==> src/rtl/dtq_pkg.sv <==
`timescale 1ns / 1ps
package dtq_pkg;

    localparam int DEPTH = 16;
    localparam int IDX_W = $clog2(DEPTH);
    localparam int CNT_W = $clog2(DEPTH + 1);

    localparam logic [1:0] OP_PUSH   = 2'd0;
    localparam logic [1:0] OP_POP    = 2'd1;
    localparam logic [1:0] OP_REMOVE = 2'd2;
    localparam logic [1:0] OP_SORT   = 2'd3;

    localparam logic [1:0] ST_OK       = 2'd0;
    localparam logic [1:0] ST_FULL     = 2'd1;
    localparam logic [1:0] ST_EMPTY    = 2'd2;
    localparam logic [1:0] ST_NOTFOUND = 2'd3;

    typedef struct packed {
        logic [15:0] id;
        logic        typ;
        logic [31:0] rel;
        logic [31:0] dl;
        logic [31:0] cmp;
    } t_rec;

    // controller to datapath
    typedef struct packed {
        logic exec;       // run a push, pop or remove on the current beat
        logic sort_step;  // one odd-even exchange pass
        logic phase;      // 0: pairs from even index, 1: from odd index
        logic sort_done;  // load the sort result
    } t_cmd;

endpackage

==> src/rtl/dtq_ctrl.sv <==
`timescale 1ns / 1ps
module dtq_ctrl (
    input  logic          i_clk,
    input  logic          i_rst_n,
    input  logic          i_in_valid,
    input  logic [1:0]    i_op,
    input  logic          i_out_ready,
    output logic          o_in_ready,
    output logic          o_out_valid,
    output dtq_pkg::t_cmd o_cmd
);
    localparam logic S_IDLE = 1'b0;
    localparam logic S_SORT = 1'b1;

    logic                     r_state, n_state;
    logic [dtq_pkg::IDX_W-1:0] r_pass, n_pass;
    logic                     r_out_valid, n_out_valid;
    logic                     accept;
    logic                     last_pass;

    assign o_in_ready  = (r_state == S_IDLE) && (!r_out_valid || i_out_ready);
    assign accept      = i_in_valid && o_in_ready;
    assign last_pass   = (r_pass == dtq_pkg::IDX_W'(dtq_pkg::DEPTH - 1));
    assign o_out_valid = r_out_valid;

    always_comb begin
        n_state     = r_state;
        n_pass      = r_pass;
        n_out_valid = r_out_valid && !i_out_ready;
        o_cmd       = '0;
        case (r_state)
            S_IDLE: begin
                if (accept) begin
                    if (i_op == dtq_pkg::OP_SORT) begin
                        n_state = S_SORT;
                        n_pass  = '0;
                    end else begin
                        o_cmd.exec  = 1'b1;
                        n_out_valid = 1'b1;
                    end
                end
            end
            S_SORT: begin
                o_cmd.sort_step = 1'b1;
                o_cmd.phase     = r_pass[0];
                n_pass          = r_pass + 1'b1;
                if (last_pass) begin
                    o_cmd.sort_done = 1'b1;
                    n_out_valid     = 1'b1;
                    n_state         = S_IDLE;
                end
            end
            default: n_state = S_IDLE;
        endcase
    end

    always_ff @(posedge i_clk) begin
        if (!i_rst_n) begin
            r_state     <= S_IDLE;
            r_pass      <= '0;
            r_out_valid <= 1'b0;
        end else begin
            r_state     <= n_state;
            r_pass      <= n_pass;
            r_out_valid <= n_out_valid;
        end
    end
endmodule

==> config.mk <==
export PLATFORM = sky130hd
export DESIGN_NAME = dtq_ctrl
export DESIGN_NICKNAME = d
export VERILOG_FILES = /design/src/rtl/dtq_pkg.sv /design/src/rtl/dtq_ctrl.sv
export SDC_FILE = /design/constraint.sdc
export NUM_CORES = 1
export LEC_CHECK = 0
export BUFFER_PORTS_ARGS = -buffer_cell sky130_fd_sc_hd__buf_4
export CAP_MARGIN = 5
export CORE_AREA = 3 3 40 42
export CTS_CLUSTER_DIAMETER = 60
export CTS_CLUSTER_SIZE = 10
export DETAILED_ROUTE_END_ITERATION = 8
export DIE_AREA = 0 0 43 45
export PLACE_DENSITY = 0.5
export RECOVER_POWER = 100
export SLEW_MARGIN = 20
export SYNTH_ARGS = -nofsm -noshare
export SYNTH_HDL_FRONTEND = slang
export SYNTH_SLANG_ARGS = --single-unit
==> constraint.sdc <==
create_clock -name i_clk -period 2.52 [get_ports i_clk]
set_input_delay 0.126 -clock i_clk [delete_from_list [all_inputs] [get_ports i_clk]]
set_output_delay 0.126 -clock i_clk [all_outputs]
set_load 0.01 [all_outputs]
==> results of run 1 <==
area by class of cell:
type,count,area [sq um],share of cell area (%)
clock buffer,3,22.5,5.71
sequential,6,120,30.5
multi-input combinational,25,161,41.0
tap,15,18.8,4.76
timing repair buffer,11,67.6,17.1
inverter,1,3.75,0.952
routing by layer:
metal  vias to the layer above  track usage (%)
met3                         2             7.57
met4                         0             5.42
met5                         -                0
li1                        141                -
met1                       106             10.7
met2                        13             8.68
cell usage after synthesis:
master,number,area share [%]
dfxtp_1,6,38
nor2_1,5,5.9
nand2_1,3,3.5
nand4_1,2,3.9
xor2_1,2,5.5
a21oi_1,1,1.6
a41o_1,1,3.1
and2_1,1,2.0
and3_4,1,3.5
and4_4,1,3.5
buf_4,1,2.4
buf_6,1,3.5
ha_1,1,3.9
inv_1,1,1.2
mux2i_1,1,3.1
nand2b_1,1,2.0
nand3_1,1,1.6
nor2b_1,1,2.0
nor2b_4,1,4.3
o31a_1,1,2.8
xnor2_1,1,2.8
power by group through the flow:
stage / clock network, mW / logic (mW) / registers (mW)
floorplan: 0 / 0.0214 / 0.103
global placement: 0 / 0.0340 / 0.105
detailed placement: 0 / 0.0334 / 0.105
CTS: 0.0950 / 0.0336 / 0.103
global route: 0.0996 / 0.0315 / 0.104
finish: 0.0894 / 0.0272 / 0.103
layout by cell type, fill, tap and decap left out, types with 2 or more instances in the layout:
master / n
buf_4: 7
dfxtp_1: 6
nor2_1: 5
clkbuf_1: 4
nand2_1: 3
clkbuf_4: 3
nor2b_1: 2
nand4_1: 2
xor2_1: 2
worst paths after layout:
check / end / slack (ps) / depth (start not counted)
max: o_cmd[3] / 1150 / 3
min reg2reg: r_pass[1]$_SDFFE_PN0P_ / 530 / 2
max reg2reg: o_out_valid$_SDFF_PN0_ / 1310 / 3
min: o_out_valid$_SDFF_PN0_ / 110 / 2
cells by family (layout without fill, tap and decap cells):
logic type | Yosys count | count (layout) | synth area share, %
AO/OA/AOI/OAI | 3 | 3 | 7.48
XOR/XNOR | 3 | 3 | 8.27
adder cells (fa/ha/maj) | 1 | 1 | 3.94
buffers and inverters | 3 | 15 | 7.09
flip-flops | 6 | 6 | 37.8
multiplexers | 1 | 1 | 3.15
AND/OR/NAND/NOR | 17 | 17 | 32.3
critical path, cell delays in order, from the launching register on:
cell and delay, ps:
dfxtp_1 520, nor2b_1 120, and3_2 240, clkbuf_1 130
registers in the layout (all words and copies together), names as in the netlist:
register,cells
r_pass,4
o_out_valid,1
r_state,1
through the flow:
step	cells	hold WS, ps	power, mW	utilization (%)	worst slack (ps)
3_3_place_gp	58	358	0.139	31.2	1360
4_1_cts	61	99.2	0.232	32.9	1160
5_1_grt	61	121	0.235	30.7	1030
6_report	61	106	0.219	30.7	1150
2_1_floorplan	34	254	0.125	-	1390
3_5_place_dp	58	364	0.139	31.2	1360
==> impl_results.md, run 1 <==
- CTS tree: done
- Worst-path maximum fanout: 10
- Synth Area per Inst: 9.35 sq um
- Cell Int Power: 0.167 mW
- YS warnings: 0
- Final WL: 609 um
- Synth cell types: 21
- Mapped Nets: 41
- Area delta synth->final: 24.0%
- GRT Total Usage: 8.44%
- Setup violations, final: 0
- Setup repair bufs after CTS: 0
- Worst setup EP type: output port
- VDD IR max: 0.000226 V
- IO buf count: 11
- CP required: 2390 ps
- Max-cap violations: 0
- Startpoint Class: flop
- Worst R2R Start: r_state$_SDFF_PN0_
- H-tree depth: 1
- Fin. Hold Viols: 0
- Clock root buffer: clkbuf_4
- Post-cts resize count: 0
- First-pass DRT Iterations: 4
- Cell count after synthesis: 34
- FILL cells: 139
- Met3 layer wire length in the routed design: 75 um
- Wirelength per Cell: 9.98 um
- Mapped Area: 318 sq um
- P per Cell Area: 557 nW/um^2
- Hold_buf cts: 0
- Clk_lat worst skew: 250 ps
- Area post-placement: 400 sq um
- # DRC: 0
- Clk_skew: 8.04 ps
- Critical Path AT: 1250 ps
- Core area: 1280 sq um
- Vias in the first global route: 255
- Tightest Pin Transition: 343 ps
- Final #Nets: 55
- GRT overflow: 0
- Worst setup startpoint: r_state$_SDFF_PN0_
- Share of layout cells above drive strength 1: 23.9%
- Crit path kind: flop to output port
- Number of routed nets with antenna violations: 0
- Min-delay src: i_rst_n
- Leakage: 0.167 nW
- Starting Density: 24.7%
- Post-route cell area: 394 sq um
- Metal2 WL: 202 um
- Clock share of power: 40.7%
- Die H: 45 um
- Shortest clock period the worst path allows after layout: 1370 ps
- Hold crit path type: input port to flop
- Setup TNS: 0 ps
- Gpl congestion: 0.707
- Status: finished, final reports clean
- Die area: 1940 sq um
- Clk buf depth: 2
- Pin count of the biggest net entering global routing: 11
- Via density: 4.30
- RSZ-0062 raised after global routing: no
- Worst-path clk slew: 50 ps
- Relative slew slack: 77.1%
- Fmax: 728 MHz
- Clock sink count: 6
- Top layer in use: met4
- Sw Share: 24.0%
- Slew Limit Fails: 0
- Net switching power: 0.0526 mW
- First-pass GRT wire length: 1.13 mm
- DIE WIDTH: 43 um
- Via count: 262
- N_diodes: 0
- Register area share after synthesis: 37.8%
- Sequential power share: 46.9%
- Comb power frac: 12.4%
- WL met1: 326 um
- I/O pins: 12
- Initial antenna violation count: 0
- TritonCTS Buffers: 3
- Final period utilization: 54.5%
- Std-Cell Rows: 13
- Yosys reg bits: 6
- DRT iter0 DRCs: 1
Note: power is estimated with default switching activity, not from simulation.
==> run 2, diff against run 1 <==
- PLACE_DENSITY: 0.5 -> 0.51
- clock period: 2.52 -> 1.1 ns (I/O delays scaled with it)
==> impl_results.md, run 2 (synthesized netlist as in run 1, its figures left out) <==
- IO buf count: 11 (unchanged)
- Count of buffer and inverter cells on the critical path: 1 (unchanged)
- GR met2 Demand/Resource: 14.4% (+5.7 points)
- I/O pins: 12 (unchanged)
- Final period utilization: 101%
- Startpoint Class: flop
- Setup TNS: -9.98 ps (-9.98 ps)
- Share of layout cells above drive strength 1: 53.7% (+30 points)
- Worst setup startpoint: r_pass[0]$_SDFFE_PN0P_
- # DRC: 0 (unchanged)
- Vias in the first global route: 299 (+17%)
- Failing checks: negative setup slack
- H-tree depth: 1 (unchanged)
- Slew Limit Fails: 0 (unchanged)
- Clock root buffer: clkbuf_4
- Std-Cell Rows: 13 (unchanged)
- Leakage: 0.231 nW (+38%)
- RSZ-0062 raised after global routing: yes
- Clk buf depth: 2 (unchanged)
- Crit path kind: flop to output port
- Wirelength per Cell: 10.3 um (+3.4%)
- Core area: 1280 sq um (unchanged)
- Shortest clock period the worst path allows after layout: 1110 ps
- Max reg flops: 4 (unchanged)
- Fin. Hold Viols: 0 (unchanged)
- Clock sink count: 6 (unchanged)
- Placed cells: 61 (+5.2%)
- Critical Path AT: 1050 ps (-200 ps)
- Post-placement setup slack: 28.9 ps (-1330 ps)
- Slowest CP cell: dfxtp_2
- Post-DP HPWL: 498 um
- DRT iter0 DRCs: 1 (unchanged)
- GRT Total Usage: 9.25% (+0.81 points)
- Fin cells: 69 (+13%)
- Via density: 4.48 (+4.3%)
- P per Cell Area: 1030 nW/um^2 (+86%)
- Via count: 309 (+18%)
- Worst path top cell family by delay: flip-flops
- Hold crit path type: input port to flop
- Fmax: 901 MHz
- Post-route cell area: 515 sq um (+31%)
- Initial antenna violation count: 0 (unchanged)
- Status: finished, violations left
- Final WL: 712 um (+17%)
- Most Used Layer, Global Route: met2
- Largest Register: r_pass
- Starting Density: 24.7% (unchanged)
- Die H: 45 um (unchanged)
- N_diodes: 0 (unchanged)
- First-pass DRT Iterations: 5 (+1)
- Met1 Usage GRT: 9.42% (-1.3 points)
- Worst setup EP type: output port
- Most frequent cells in the layout: buf_4, nor2_1, buf_6
- Worst-path clk slew: 40 ps (about the same)
- Worst-path maximum fanout: 2 (-8)
- VDD IR max: 0.000636 V (+180%)
- Clk_lat worst skew: 240 ps (about the same)
- Largest stage delay, worst path: 350 ps (-170 ps)
- Relative slew slack: 89.5% (+12 points)
- Crit path cell chain: ha_4 > and4_4 > buf_6
- Setup slack after layout: -9.98 ps (-1160 ps)
- CP required: 1040 ps (-1350 ps)
- Tightest Pin Transition: 157 ps (-186 ps)
- GRT overflow: 0 (unchanged)
- Number of routed nets with antenna violations: 0 (unchanged)
- Final #Nets: 63 (+15%)
- Area delta synth->final: 62.2%
- First-pass GRT wire length: 1.24 mm (+9.2%)
- Setup violations, final: 1 (+1)
- Die area: 1940 sq um (unchanged)
- TritonCTS Buffers: 3 (unchanged)
- Commonest non-fill, non-tap cell in the layout: buf_4
- Worst R2R Start: r_pass[0]$_SDFFE_PN0P_
- Gpl congestion: 0.650 (-8.1%)
- DIE WIDTH: 43 um (unchanged)
- CTS tree: done
- Met3 Track Usage GR: 5.98% (-1.6 points)
- Pin count of the biggest net entering global routing: 6 (-5)
- Area post-placement: 425 sq um (+6.3%)
- Max-cap violations: 0 (unchanged)
- Min-delay src: i_rst_n
- Clk_skew: 5.27 ps (-2.77 ps)
[run 2: what timing repair did]
action / in CTS / in global routing
pin swaps: 1 / 2
setup buffers: 2 / 3
setup endpoints to repair: 3 / 4
hold buffers: 0 / 0
resized for setup: 7 / 3
[run 2: worst paths after layout]
check	cells past startpoint	end	slack, ps
max	3	o_cmd[0]	-10
min	2	o_out_valid$_SDFF_PN0_	30
max reg2reg	3	o_out_valid$_SDFF_PN0_	40
min reg2reg	2	r_pass[3]$_SDFFE_PN0P_	550
[run 2: where the power goes]
part	total (mW)	leakage [nW]	internal, mW	switching, mW
registers	0.235	0.0504	0.226	0.00875
clock network	0.196	0.0138	0.123	0.0731
logic	0.102	0.167	0.0633	0.0388
[run 2: stage by stage]
| step | hold slack (ps) | util [%] | power (mW) |
|---|---|---|---|
| after global placement | 282 | 33.1 | 0.328 |
| after CTS | 27.7 | 37.9 | 0.535 |
| after floorplan | 183 | - | 0.285 |
| after detailed placement | 284 | 33.1 | 0.327 |
| final | 32.5 | 40.1 | 0.533 |
| after global routing | 34.1 | 40.1 | 0.579 |
[run 2: layout make-up]
type,instances,area (sq um)
Tap cell,15,18.8
Inverter,1,3.75
Timing Repair Buffer,19,154
Clock buffer,3,22.5
Sequential cell,6,126
Multi-Input combinational cell,25,190
Fill cell,135,769
[run 2: per-layer routing]
layer	vias up	share of wire [%]
met5	-	0
met4	0	2.2
met3	2	9.6
met2	11	50
met1	138	38
li1	158	-
